<file path="config.mk">
export PLATFORM = sky130hd
export DESIGN_NAME = lorawan_uplink_frame_parser
export DESIGN_NICKNAME = d
export VERILOG_FILES = /design/src/rtl/core/lwp_pkg.sv /design/src/rtl/core/lwp_parse.sv /design/src/rtl/core/lorawan_uplink_frame_parser.sv
export SDC_FILE = /design/constraint.sdc
export NUM_CORES = 1
export LEC_CHECK = 0
export BUFFER_PORTS_ARGS = -buffer_cell sky130_fd_sc_hd__buf_2
export CAP_MARGIN = 25
export CORE_AREA = 2 2 150 152
export DETAILED_ROUTE_END_ITERATION = 10
export DIE_AREA = 0 0 152 154
export GPL_TIMING_DRIVEN = 0
export PLACE_DENSITY = 0.76
export SYNTH_ARGS = -nofsm -noshare
export SYNTH_HDL_FRONTEND = slang
export SYNTH_SLANG_ARGS = --single-unit
</file>
<file path="constraint.sdc">
create_clock -name clk -period 8.74 [get_ports clk]
set_clock_uncertainty 0.2 [all_clocks]
set_input_delay 0.874 -clock clk [delete_from_list [all_inputs] [get_ports clk]]
set_output_delay 0.874 -clock clk [all_outputs]
set_load 0.02 [all_outputs]
</file>
<file path="src/rtl/core/lwp_pkg.sv">
// Package for the LoRaWAN uplink frame parser: frame layout constants,
// result and status codes, and the result record passed between modules.
// No dependencies.
`timescale 1ns / 1ps

package lwp_pkg;

  // Frame layout
  localparam int MAX_FRAME_BYTES_DEF = 256;
  localparam int MIN_FRAME           = 12;
  localparam int MIC_BYTES           = 4;
  localparam logic [3:0] OPTS_MASK   = 4'hF;

  // Header byte positions
  localparam int POS_MHDR     = 0;
  localparam int POS_ADDR0    = 1;
  localparam int POS_ADDR3    = 4;
  localparam int POS_FCTRL    = 5;
  localparam int POS_FCNT0    = 6;
  localparam int POS_FCNT1    = 7;
  localparam int POS_PORT_MIN = 8;

  // Port widths
  localparam int IN_DATA_W  = 24;
  localparam int OUT_DATA_W = 112;

  typedef enum logic [1:0] {
    ST_OK      = 2'd0,
    ST_SHORT   = 2'd1,
    ST_OVERRUN = 2'd2
  } lwp_status_t;

  typedef enum logic {
    KIND_PAYLOAD = 1'b0,
    KIND_SUMMARY = 1'b1
  } lwp_kind_t;

  typedef struct packed {
    lwp_kind_t   kind;
    logic [7:0]  payload_byte;
    logic [7:0]  header_byte;
    logic [31:0] device_address;
    logic [15:0] frame_counter;
    logic        port_present;
    logic [7:0]  port_number;
    logic [31:0] integrity_code;
    lwp_status_t status;
  } lwp_result_t;

endpackage

</file>
<file path="src/rtl/core/lwp_parse.sv">
// Per-byte frame parser: position counter, captured header fields and the
// result record for one byte. Depends on lwp_pkg.
`timescale 1ns / 1ps

module lwp_parse import lwp_pkg::*; #(
  parameter int MAX_FRAME_BYTES = MAX_FRAME_BYTES_DEF
) (
  input  logic        clk,
  input  logic        rst,
  input  logic        step,          // consume the byte below this cycle
  input  logic [7:0]  data_byte,
  input  logic [8:0]  frame_length,
  output logic        res_valid,
  output lwp_result_t res
);

  localparam int LEN_W = $clog2(MAX_FRAME_BYTES + 1);
  localparam int CW    = LEN_W + 2;  // room for 12 + options and port position

  // Frame state
  logic [LEN_W-1:0] byte_position, byte_position_next;
  logic [LEN_W-1:0] held_length,   held_length_next;
  logic [7:0]       held_header,   held_header_next;
  logic [31:0]      held_address,  held_address_next;
  logic [3:0]       options_count, options_count_next;
  logic [15:0]      held_counter,  held_counter_next;
  logic [7:0]       held_port,     held_port_next;
  logic [31:0]      held_integrity, held_integrity_next;

  logic             first;
  logic [LEN_W-1:0] len_sat;
  logic [1:0]       mic_diff;
  logic [CW-1:0]    pos_w, len_w, port_pos, min_opts;
  logic             mic_hit, body, port_hit, pay_hit, last_byte;

  // Length saturation for the first byte of a frame
  always_comb begin
    if (frame_length == 9'd0) begin
      len_sat = LEN_W'(1);
    end else if (frame_length > 9'(MAX_FRAME_BYTES)) begin
      len_sat = LEN_W'(MAX_FRAME_BYTES);
    end else begin
      len_sat = LEN_W'(frame_length);
    end
  end

  // Field capture and result decode
  always_comb begin
    first = (byte_position == '0);

    // start from a clean slate on a frame's first byte
    held_length_next    = first ? len_sat : held_length;
    held_header_next    = first ? 8'd0  : held_header;
    held_address_next   = first ? 32'd0 : held_address;
    options_count_next  = first ? 4'd0  : options_count;
    held_counter_next   = first ? 16'd0 : held_counter;
    held_port_next      = first ? 8'd0  : held_port;
    held_integrity_next = first ? 32'd0 : held_integrity;

    pos_w = CW'(byte_position);
    len_w = CW'(held_length_next);

    case (byte_position)
      LEN_W'(POS_MHDR):  held_header_next = data_byte;
      LEN_W'(POS_ADDR0): held_address_next[7:0]   = data_byte;
      LEN_W'(2):         held_address_next[15:8]  = data_byte;
      LEN_W'(3):         held_address_next[23:16] = data_byte;
      LEN_W'(POS_ADDR3): held_address_next[31:24] = data_byte;
      LEN_W'(POS_FCTRL): options_count_next = data_byte[3:0] & OPTS_MASK;
      LEN_W'(POS_FCNT0): held_counter_next[7:0]  = data_byte;
      LEN_W'(POS_FCNT1): held_counter_next[15:8] = data_byte;
      default: ;
    endcase

    // MIC: the last four positions; byte index is (pos + 4 - len) mod 4
    mic_hit  = (pos_w + CW'(MIC_BYTES)) >= len_w;
    mic_diff = 2'(byte_position - held_length_next);
    if (mic_hit) begin
      case (mic_diff)
        2'd0:    held_integrity_next[7:0]   = data_byte;
        2'd1:    held_integrity_next[15:8]  = data_byte;
        2'd2:    held_integrity_next[23:16] = data_byte;
        default: held_integrity_next[31:24] = data_byte;
      endcase
    end

    // port and payload region
    port_pos = CW'(POS_PORT_MIN) + CW'(options_count_next);
    min_opts = CW'(MIN_FRAME) + CW'(options_count_next);
    body     = (len_w >= CW'(MIN_FRAME)) && !mic_hit;
    port_hit = body && (pos_w >= CW'(POS_PORT_MIN)) && (pos_w == port_pos);
    pay_hit  = body && (pos_w > port_pos) && (pos_w > CW'(POS_PORT_MIN));
    if (port_hit) begin
      held_port_next = data_byte;
    end

    last_byte = (pos_w + CW'(1)) >= len_w;

    // result record
    res = '0;
    res_valid = 1'b0;
    if (pay_hit) begin
      res_valid        = 1'b1;
      res.kind         = KIND_PAYLOAD;
      res.payload_byte = data_byte;
    end else if (last_byte) begin
      res_valid          = 1'b1;
      res.kind           = KIND_SUMMARY;
      res.header_byte    = held_header_next;
      res.device_address = held_address_next;
      res.frame_counter  = held_counter_next;
      res.integrity_code = held_integrity_next;
      if (len_w < CW'(MIN_FRAME)) begin
        res.status = ST_SHORT;
      end else if (len_w < min_opts) begin
        res.status = ST_OVERRUN;
      end else begin
        res.status       = ST_OK;
        res.port_present = (len_w > min_opts);
        res.port_number  = (len_w > min_opts) ? held_port_next : 8'd0;
      end
    end

    byte_position_next = (last_byte && !pay_hit) ? '0 : byte_position + LEN_W'(1);
  end

  // State registers
  always_ff @(posedge clk) begin
    if (rst) begin
      byte_position  <= '0;
      held_length    <= '0;
      held_header    <= '0;
      held_address   <= '0;
      options_count  <= '0;
      held_counter   <= '0;
      held_port      <= '0;
      held_integrity <= '0;
    end else if (step) begin
      byte_position  <= byte_position_next;
      held_length    <= held_length_next;
      held_header    <= held_header_next;
      held_address   <= held_address_next;
      options_count  <= options_count_next;
      held_counter   <= held_counter_next;
      held_port      <= held_port_next;
      held_integrity <= held_integrity_next;
    end
  end

endmodule

</file>
<file path="src/rtl/core/lorawan_uplink_frame_parser.sv">
// LoRaWAN uplink frame parser, top level: input register, parser core and
// output register with the stream handshakes. Depends on lwp_pkg, lwp_parse.
`timescale 1ns / 1ps

// Accepts one frame byte per beat, one beat per cycle, with frame_length
// sampled on the first byte of each frame. Each byte passes the input register
// and then the result register on its way to a result beat; a new byte can
// enter every cycle as long as the output side keeps taking beats.
// Application payload bytes come out as kind-0 beats as they arrive; the
// frame's last byte yields one kind-1 summary beat with MHDR, DevAddr, FCnt,
// FPort, MIC and a status (ok, short frame, options overrun). Header and
// MIC bytes that are not the last produce no output beat.

module lorawan_uplink_frame_parser import lwp_pkg::*; #(
  parameter int MAX_FRAME_BYTES = MAX_FRAME_BYTES_DEF
) (
  input  logic                  clk,
  input  logic                  rst,
  // input stream
  input  logic                  s_tvalid,
  output logic                  s_tready,
  input  logic [IN_DATA_W-1:0]  s_tdata,   // [7:0] data_byte, [16:8] frame_length
  // result stream
  output logic                  m_tvalid,
  input  logic                  m_tready,
  output logic [OUT_DATA_W-1:0] m_tdata,   // payload_byte 8, header_byte 8,
                                           // device_address 32, frame_counter 16,
                                           // port_present 1, port_number 8,
                                           // integrity_code 32, status 2
  output logic                  m_tuser    // result_kind
);

  logic        in_valid;
  logic [7:0]  in_byte;
  logic [8:0]  in_len;
  logic        advance;
  logic        res_valid;
  lwp_result_t res;
  lwp_result_t out_res;
  logic        out_valid;

  // byte moves into the parser when the result register can take its output
  assign advance  = in_valid && (!out_valid || m_tready);
  assign s_tready = !in_valid || advance;

  // Input register
  always_ff @(posedge clk) begin
    if (rst) begin
      in_valid <= 1'b0;
    end else if (s_tready) begin
      in_valid <= s_tvalid;
    end
  end

  always_ff @(posedge clk) begin
    if (s_tvalid && s_tready) begin
      in_byte <= s_tdata[7:0];
      in_len  <= s_tdata[16:8];
    end
  end

  lwp_parse #(
    .MAX_FRAME_BYTES(MAX_FRAME_BYTES)
  ) u_parse (
    .clk          (clk),
    .rst          (rst),
    .step         (advance),
    .data_byte    (in_byte),
    .frame_length (in_len),
    .res_valid    (res_valid),
    .res          (res)
  );

  // Result register
  always_ff @(posedge clk) begin
    if (rst) begin
      out_valid <= 1'b0;
    end else if (advance && res_valid) begin
      out_valid <= 1'b1;
    end else if (m_tready) begin
      out_valid <= 1'b0;
    end
  end

  always_ff @(posedge clk) begin
    if (advance && res_valid) begin
      out_res <= res;
    end
  end

  // Pack the result beat
  assign m_tvalid = out_valid;
  assign m_tuser  = out_res.kind;
  assign m_tdata  = {5'd0, out_res.status, out_res.integrity_code, out_res.port_number,
                     out_res.port_present, out_res.frame_counter, out_res.device_address,
                     out_res.header_byte, out_res.payload_byte};

endmodule

</file>
==> results of run 1 <==
[metrics by stage]
step | setup slack, ns | std cells
5_1_grt | 2.23 | 1629
4_1_cts | 2.64 | 1629
3_3_place_gp | -0.157 | 1581
6_report | 2.60 | 1629
3_5_place_dp | 2.67 | 1584
2_1_floorplan | 1.98 | 1171
[area by class of cell]
type	instances	area, um2
plain buffers	99	425
clock buffers	31	668
clock inverters	14	144
fillers	1796	8470
inverters	24	90.1
multi-input cells	803	4670
flip-flops and latches	245	6160
well taps	280	350
repair buffers	133	718
[worst max path at each step]
stage,slack (ns),end
final,2.60,m_tdata[49]$_SDFFCE_PN0P_
after CTS,2.64,m_tdata[50]$_SDFFCE_PN0P_
after global routing,2.23,m_tdata[43]$_SDFFCE_PN0P_
after global placement,-0.16,m_tdata[19]$_SDFFCE_PN0P_
after floorplan,1.98,m_tdata[0]$_SDFFCE_PN0P_
after detailed placement,2.67,m_tdata[19]$_SDFFCE_PN0P_
[power breakdown]
part	switching, mW	internal, mW
Sequential	0.0104	1.23
Clock	0.444	0.629
Combinational	0.214	0.0744
[metal layers]
| metal | global-route usage, % | wire [um] | share of wire (%) |
|---|---|---|---|
| met2 | 43.4 | 15300 | 48 |
| met5 | 0 | 0 | 0 |
| met3 | 4.76 | 3020 | 9.4 |
| met4 | 9.39 | 1090 | 3.4 |
| met1 | 36.2 | 12600 | 39 |
[synthesized netlist by cell type (19+ instances only)]
master	n
inv_1	22
nor2_1	97
nand3b_1	67
a22oi_1	48
edfxtp_1	125
clkbuf_1	66
ha_1	37
dfxtp_1	120
nand2_1	174
a21oi_1	154
a211oi_1	19
nand3_1	58
and3_1	21
[placed cells by master, fill, tap and decap left out, types with 6 or more instances in the layout]
master	instances
nand3_1	58
xor2_1	6
a21oi_1	153
o21ai_1	7
a22oi_1	48
clkinv_2	6
o21ai_0	8
and3_1	21
nor3_1	13
nand3b_1	67
ha_1	37
nand2_1	174
edfxtp_1	125
dfxtp_1	120
a211oi_1	19
clkbuf_16	25
mux2i_1	8
xnor2_1	7
o32ai_1	10
nor2_1	97
nand2b_1	13
buf_4	7
clkbuf_1	70
inv_1	22
buf_2	145
buf_1	9
[logic make-up (layout without fill, tap and decap cells)]
group / after synthesis / count (layout)
adder cells (fa/ha/maj): 38 / 38
flip-flops: 245 / 245
AO/OA/AOI/OAI: 268 / 268
other: 1 / 5
buffers and inverters: 123 / 301
AND/OR/NAND/NOR: 469 / 469
multiplexers: 10 / 10
XOR/XNOR: 13 / 13
[worst max-delay path: cells and delay by family, from the launching register on]
| kind | cells | cell delay (ns) |
|---|---|---|
| DFF | 1 | 0.39 |
| adders and majority gates | 3 | 0.73 |
| and+or+nand+nor | 4 | 0.92 |
| buffers and inverters | 7 | 1.78 |
| AOI/OAI and AO/OA | 5 | 1.79 |
[sequential cells by signal, summed over array words and instances, names as in the netlist]
register,flops
m_tuser,1
u_parse.held_address,32
m_tdata,107
u_parse.held_integrity,32
in_valid,1
u_parse.held_counter,16
u_parse.held_header,8
m_tvalid,1
in_len,9
u_parse.options_count,4
u_parse.held_port,8
in_byte,8
u_parse.byte_position,9
u_parse.held_length,9
==> flow_summary.ini, run 1 <==
[outcome]
status = finished clean

[placement]
io_buffers = 130
placed_cell_area_mm2 = 0.0124
gp_congestion = 0.917
dp_hpwl_um = 21700

[floorplan]
io_pins = 143
coreArea_mm2 = 0.0217
die_w_um = 152
die_h_um = 154
dieArea_mm2 = 0.0234
start_util_pct = 52.2
rows = 54

[hold_path]
worstHoldStart = u_parse.held_header[6]$_SDFFE_PP0P_
holdPathStages = 2
hp-class = reg2reg
hold_path_end = u_parse.held_header[6]$_SDFFE_PP0P_

[cells_and_area]
layout.nets = 1397
areaGrowthSynthToFinish_pct = 16.9
diodes = 0
drive_gt1_share_pct = 15.5
fin_area_mm2 = 0.0132
utilization_pct = 61.0

[clock_network]
post-cts-setup-buffers = 0
cts_max_path_buffers = 3
clk_pin_slew_worst_paths_ns = 0.06
htree_levels = 1
numCtsBuffers = 25
cts_tree = yes
ctsHoldBuffers = 0
cts_resized = 0
root_buffer = clkbuf_16
clkSinkCount = 245
clk_latency_ns = 0.53

[power_and_ir_drop]
ir_drop_v = 0.000116
leakage_nw = 4.80
power_mw = 2.60
cellPowerDensity_mw_per_mm2 = 196

[route]
drt-initial-drc-count = 1272
routedWlPerCell_um = 19.7
drc = 0
via_per_inst = 5.92
vias = 9651
drt_first_pass_iters = 6
ant_nets = 0
drt-total-wl_um = 32100

[global_routing]
grt_use_total_pct = 26.7
overflow = 0
grt_pass1_wl_um = 50200
grt_max_degree = 33
grt_pass1_vias = 9061
antenna_found_initial = 0

[timing]
fin_crit_ns = 6.14
grt_setup_unrepaired = false
period_share_pct = 70.3
fmax_ghz = 0.163
worst_pin_slew_ns = 1.04
holdWs_ns = 0.256
setup_viol = 0
fin_setup_tns_ns = 0
relSlewSlack_pct = 30.7
hold_viol = 0
drv_slew = 0

[logic_synthesis]
yosys.cell_types.count = 61
synthArstFlopShare_pct = 0
synth_seq_cells = 245
synth_top_family_by_area = simple AND/OR/NAND/NOR gates
synth.area.mux_share_pct = 0.929
yosysWarnings = 0
synthTopCellsByArea = edfxtp_1 33%, dfxtp_1 21%, a21oi_1 6.8%
synth_top_flop_cell = edfxtp_1
netlist_area_mm2 = 0.0113
yosys.area_share.adder_pct = 4.27
synth-simple-area-share_pct = 20.3
synth_top_cell_by_area = edfxtp_1
postSynthCellCount = 1167
synth-edff-count = 125
synth_top_area_share_pct = 33.2
avgSynthCellArea_um2 = 9.70
synth-xor-area-share_pct = 1.01
synth_compound_area_share_pct = 14.5
synth_seq_area_share_pct = 54.4

[worst_setup_path]
crit_path_end_kind = register
critPathMaxStageDelay_ns = 0.77
startpoint = u_parse.byte_position[0]$_SDFFE_PP0P_
reg2reg_slack_ns = 2.60
crit_path_start_kind = register
required_ns = 8.76
critPathSlowestCell = a21oi_4
path_max_fanout = 30
crit_type = reg2reg
ff2ff_path_depth = 19
r2r_start = u_parse.byte_position[0]$_SDFFE_PP0P_
crit_arrival_ns = 6.17
crit_chain = inv_1 -> ha_1 -> nor2b_1 -> and3_1 -> buf_2 -> clkbuf_1 -> o21a_1 -> ha_1 -> inv_1 -> fa_1 -> a21oi_1 -> o21ai_0 -> o2111ai_1 -> and2_1 -> clkbuf_1 -> nand2_1 -> a21oi_4 -> buf_12 -> buf_16
r2r-end = m_tdata[49]$_SDFFCE_PN0P_

[job]
cap_violations = 0
Power figures use the tool's default switching activity.
==> inputs of run 2 (changes only) <==
Settings changed: CORE_AREA 2 2 150 152 to 2 2 147 149, DIE_AREA 0 0 152 154 to 0 0 149 151, PLACE_DENSITY 0.76 to 0.75.
Clock period 8.74 ns to 5.69 ns, I/O delays scaled along.
==> flow_summary.ini, run 2 (same netlist as run 1, synthesis figures left out) <==
[timing]
drv_slew = 0
grt_setup_unrepaired = false
period_share_pct = 94.1
worst_pin_slew_ns = 1.11
layout_setup_ws_ns = 0.335
relSlewSlack_pct = 26.0
hold_viol = 0
setup_viol = 0
fin_crit_ns = 5.36
fmax_ghz = 0.187
fin_setup_tns_ns = 0

[worst_setup_path]
crit_path_end_kind = register
crit_type = reg2reg
crit_buf_inv = 6
crit_arrival_ns = 5.38
critPathMaxStageDelay_ns = 0.53
critPathTopFamily = buffers and inverters
required_ns = 5.71
path_max_fanout = 34
reg2reg_slack_ns = 0.33
crit_path_start_kind = register
critPathSlowestCell = a211oi_4
crit_chain = inv_1 -> ha_1 -> nor2b_1 -> and3_1 -> buf_2 -> clkbuf_2 -> and3_1 -> a21oi_1 -> ha_1 -> a21oi_1 -> nand2_1 -> a211oi_4 -> and2_1 -> clkbuf_1 -> nand2_1 -> a21oi_4 -> buf_12 -> buf_12

[floorplan]
die_w_um = 149
start_util_pct = 54.3
io_pins = 143
die_h_um = 151
rows = 53
dieArea_mm2 = 0.0225
coreArea_mm2 = 0.0208

[power_and_ir_drop]
comb_power_share_pct = 10.7
internal_power_mw = 3.17
leakage_nw = 4.90
p_seq_share_pct = 45.1
cellPowerDensity_mw_per_mm2 = 314
ir_drop_v = 0.000233
pwr-share-clk_pct = 44.2
switching_share_pct = 24.8
p_sw_mw = 1.04

[global_routing]
grt_use_total_pct = 27.8
antenna_found_initial = 0
grt_max_degree = 35
grt_pass1_vias = 8830
overflow = 0
grt_pass1_wl_um = 48300

[route]
drt-initial-drc-count = 1081
vias = 9756
ant_nets = 0
via_per_inst = 5.97
routedWlPerCell_um = 19.5
drt-total-wl_um = 31900
drc = 0
drt_first_pass_iters = 8

[cells_and_area]
layout.nets = 1406
largest_reg_flops = 107
mostFrequentLayoutCells = 174 x nand2_1, 152 x a21oi_1, 145 x buf_2
fillers = 1698
final_common_cell = nand2_1
utilization_pct = 64.5
drive_gt1_share_pct = 16.2
finalNonFillerCells = 1635
seqCellArea_mm2 = 0.00616
diodes = 0
areaGrowthSynthToFinish_pct = 18.6
multiInputGateArea_mm2 = 0.00468

[clock_network]
clkSinkCount = 245
cts_tree = yes
clk_pin_slew_worst_paths_ns = 0.06
numCtsBuffers = 26
root_buffer = clkbuf_16
cts_max_path_buffers = 3
clk_latency_ns = 0.54
htree_levels = 1

[job]
cap_violations = 0

[placement]
dp_slack_ns = -0.198
post-place-cells = 1579
dp_hpwl_um = 21300
io_buffers = 130
gp_congestion = 0.947

[hold_path]
hp-class = in2reg

[outcome]
status = finished clean
## run 2: changes by cell type in the layout (fill, tap and decap cells not counted), sizes merged
cell	previous run	this run
buf	165	168
bufinv	3	6
clkbuf	98	102
clkinv	12	8
dlygate4sd3	0	5
## run 2: repair_timing
item | 4_1_cts | 5_1_grt
pin swaps | 1 | 0
endpoints found under the setup margin | 96 | 103
setup buffers | 3 | 0
hold buffers | 5 | 0
gates resized for setup | 0 | 8
gates cloned | 0 | 0
endpoints found under the hold margin | 5 | 0
## run 2: power by group through the flow
stage               sequential (mW)  clock [mW]  combinational [mW]
floorplan                      1.95           0               0.267
global route                   1.90        1.93               0.481
CTS                            1.90        1.87               0.436
detailed placement             1.94           0               0.429
global placement               1.94           0               0.421
finish                         1.90        1.86               0.450
## run 2: layer usage
layer	share of wire (%)	GRT usage, %
met1	40	37.7
met2	47	44.5
met3	9.1	3.98
met4	4.0	12.5
met5	0	0
## run 2: path summary, 6_finish.rpt
| check | from | endpoint | cells after the start |
|---|---|---|---|
| max | u_parse.byte_position[0]$_SDFFE_PP0P_ | m_tdata[45]$_SDFFCE_PN0P_ | 18 |
| max reg2reg | u_parse.byte_position[0]$_SDFFE_PP0P_ | m_tdata[45]$_SDFFCE_PN0P_ | 18 |
| min reg2reg | u_parse.held_header[6]$_SDFFE_PP0P_ | u_parse.held_header[6]$_SDFFE_PP0P_ | 2 |
| min | s_tdata[5] | in_byte[5]$_DFFE_PP_ | 1 |
## run 2: area by class of cell
class	count	share of cell area [%]
Sequential cell	245	45.9
Clock buffer	35	5.41
Clock inverter	13	1.61
Buffer	99	3.20
Tap cell	275	2.56
Timing Repair Buffer	141	5.83
Multi-Input combinational cell	803	34.9
Inverter	24	0.671
## run 2: metrics by stage
step           area [um2]  total power, mW  hold WS (ns)
4_1_cts             13400             4.20       0.00401
2_1_floorplan       11300             2.21         0.237
5_1_grt             13400             4.32       0.00993
3_3_place_gp        12300             2.36         0.243
6_report            13400             4.21        0.0115
3_5_place_dp        12400             2.37         0.247
==> inputs of run 3 (changes only) <==
Settings changed: BUFFER_PORTS_ARGS -buffer_cell sky130_fd_sc_hd__buf_2 to not set, DONT_BUFFER_PORTS set to 1, PLACE_DENSITY 0.75 to 0.69.
==> flow_summary.ini, run 3 (same netlist as run 1, synthesis figures left out) <==
[cells_and_area]
largest_reg_flops = 107
utilization_pct = 61.3
fin_area_mm2 = 0.0128
final_common_cell = nand2_1
layout.nets = 1288
finalNonFillerCells = 1517
mostFrequentLayoutCells = 174 x nand2_1, 152 x a21oi_1, 125 x edfxtp_1
diodes = 0
areaGrowthSynthToFinish_pct = 12.8
drive_gt1_share_pct = 6.76

[timing]
holdWs_ns = 0.0192
fin_crit_ns = 5.40
fmax_ghz = 0.185
drv_slew = 0
worst_pin_slew_ns = 0.912
setup_viol = 0
fin_setup_tns_ns = 0
hold_viol = 0
period_share_pct = 94.9
relSlewSlack_pct = 39.2
grt_setup_unrepaired = false

[route]
vias = 9139
routedWlPerCell_um = 21.0
routed.top_layer = met4
route.layer.met1.wl_um = 13300
drt-total-wl_um = 31800
met3_length_um = 2350
drt_first_pass_iters = 6
dr_wl_met2_um = 15000
via_per_inst = 6.02
ant_nets = 0
drt-initial-drc-count = 887
drc = 0

[floorplan]
rows = 53
io_pins = 143
dieArea_mm2 = 0.0225
die_w_um = 149
start_util_pct = 54.3
die_h_um = 151
coreArea_mm2 = 0.0208

[worst_setup_path]
crit_arrival_ns = 5.43
crit_path_start_kind = register
crit_path_end_kind = register
crit_type = reg2reg
crit_chain = inv_1 -> ha_1 -> nor2b_1 -> nand3_1 -> clkbuf_1 -> nor2_1 -> a21oi_1 -> ha_1 -> and3_1 -> o2111ai_1 -> and2_1 -> clkbuf_1 -> nand2_1 -> a21oi_4 -> buf_12 -> buf_12
path_max_fanout = 34
required_ns = 5.71
critPathMaxStageDelay_ns = 0.69
critPathSlowestCell = clkbuf_1

[clock_network]
cts_tree = yes
clkSinkCount = 245
clk_latency_ns = 0.53
numCtsBuffers = 26
clk_pin_slew_worst_paths_ns = 0.07
cts_max_path_buffers = 3
root_buffer = clkbuf_16
htree_levels = 1

[global_routing]
grt_max_degree = 35
grt_use_total_pct = 28.0
antenna_found_initial = 0
overflow = 0
grt_pass1_vias = 8661
grt_pass1_wl_um = 48600

[job]
cap_violations = 0

[outcome]
status = finished clean

[placement]
post-place-cells = 1449
io_buffers = 0
gp_congestion = 0.923
dp_hpwl_um = 21300
placed_cell_area_mm2 = 0.0117

[power_and_ir_drop]
ir_drop_v = 0.000266
cellPowerDensity_mw_per_mm2 = 312
leakage_nw = 4.31

[hold_path]
hp-class = in2reg
-- run 3: changes by cell type in the layout (fill, tap and decap cells not counted), sizes merged --
cell         previous run  this run
bufinv                  6         2
clkinvlp                0         1
buf                   168        37
clkbuf                102       104
dlygate4sd3             5        18
clkinv                  8         9
-- run 3: through the flow --
step / total power [mW] / worst slack (ns)
after detailed placement: 2.35 / -0.165
after global placement: 2.35 / -1.60
final: 3.99 / 0.288
after floorplan: 2.21 / 0.0694
after CTS: 4.00 / 0.329
after global routing: 4.12 / 0.0193
-- run 3: path summary, 6_finish.rpt --
path / startpoint / endpoint / slack, ns / cells after the start
max: u_parse.byte_position[0]$_SDFFE_PP0P_ / m_tdata[62]$_SDFFCE_PN0P_ / 0.29 / 16
min: rst / u_parse.byte_position[0]$_SDFFE_PP0P_ / 0.02 / 2
max reg2reg: u_parse.byte_position[0]$_SDFFE_PP0P_ / m_tdata[62]$_SDFFCE_PN0P_ / 0.29 / 16
min reg2reg: u_parse.held_header[0]$_SDFFE_PP0P_ / u_parse.held_header[0]$_SDFFE_PP0P_ / 0.26 / 2
-- run 3: metal layers --
layer  vias up  GRT usage, %
met5         -             0
met4         0          10.9
met3        84          4.49
met2       425          45.8
met1      4359          37.6
li1       4271             -
-- run 3: timing repair --
item,CTS,global route
setup buffers,2,0
endpoints found under the hold margin,18,0
pin swaps,1,0
resized for setup,0,7
endpoints found under the setup margin,34,86
hold buffers,18,0
gates cloned,0,0
-- run 3: report_power, final --
| part | switching (mW) | internal, mW |
|---|---|---|
| logic | 0.312 | 0.113 |
| clock network | 0.690 | 0.962 |
| registers | 0.0297 | 1.88 |
| total | 1.03 | 2.96 |
-- run 3: area by class of cell --
type | count | area, um2
clock inverter | 11 | 105
buffer | 99 | 429
inverter | 24 | 90.1
fill | 1811 | 8060
timing repair buffer | 23 | 255
sequential | 245 | 6160
multi-input combinational | 803 | 4670
clock buffer | 37 | 713
tap | 275 | 344
-- run 3: critical path, delay by kind of cell (launching register included) --
kind | cells | cell delay (ns)
simple gates | 6 | 1.24
buf+inv | 5 | 1.65
fa+ha+maj | 2 | 0.58
compound gates | 3 | 0.92
flops | 1 | 0.48
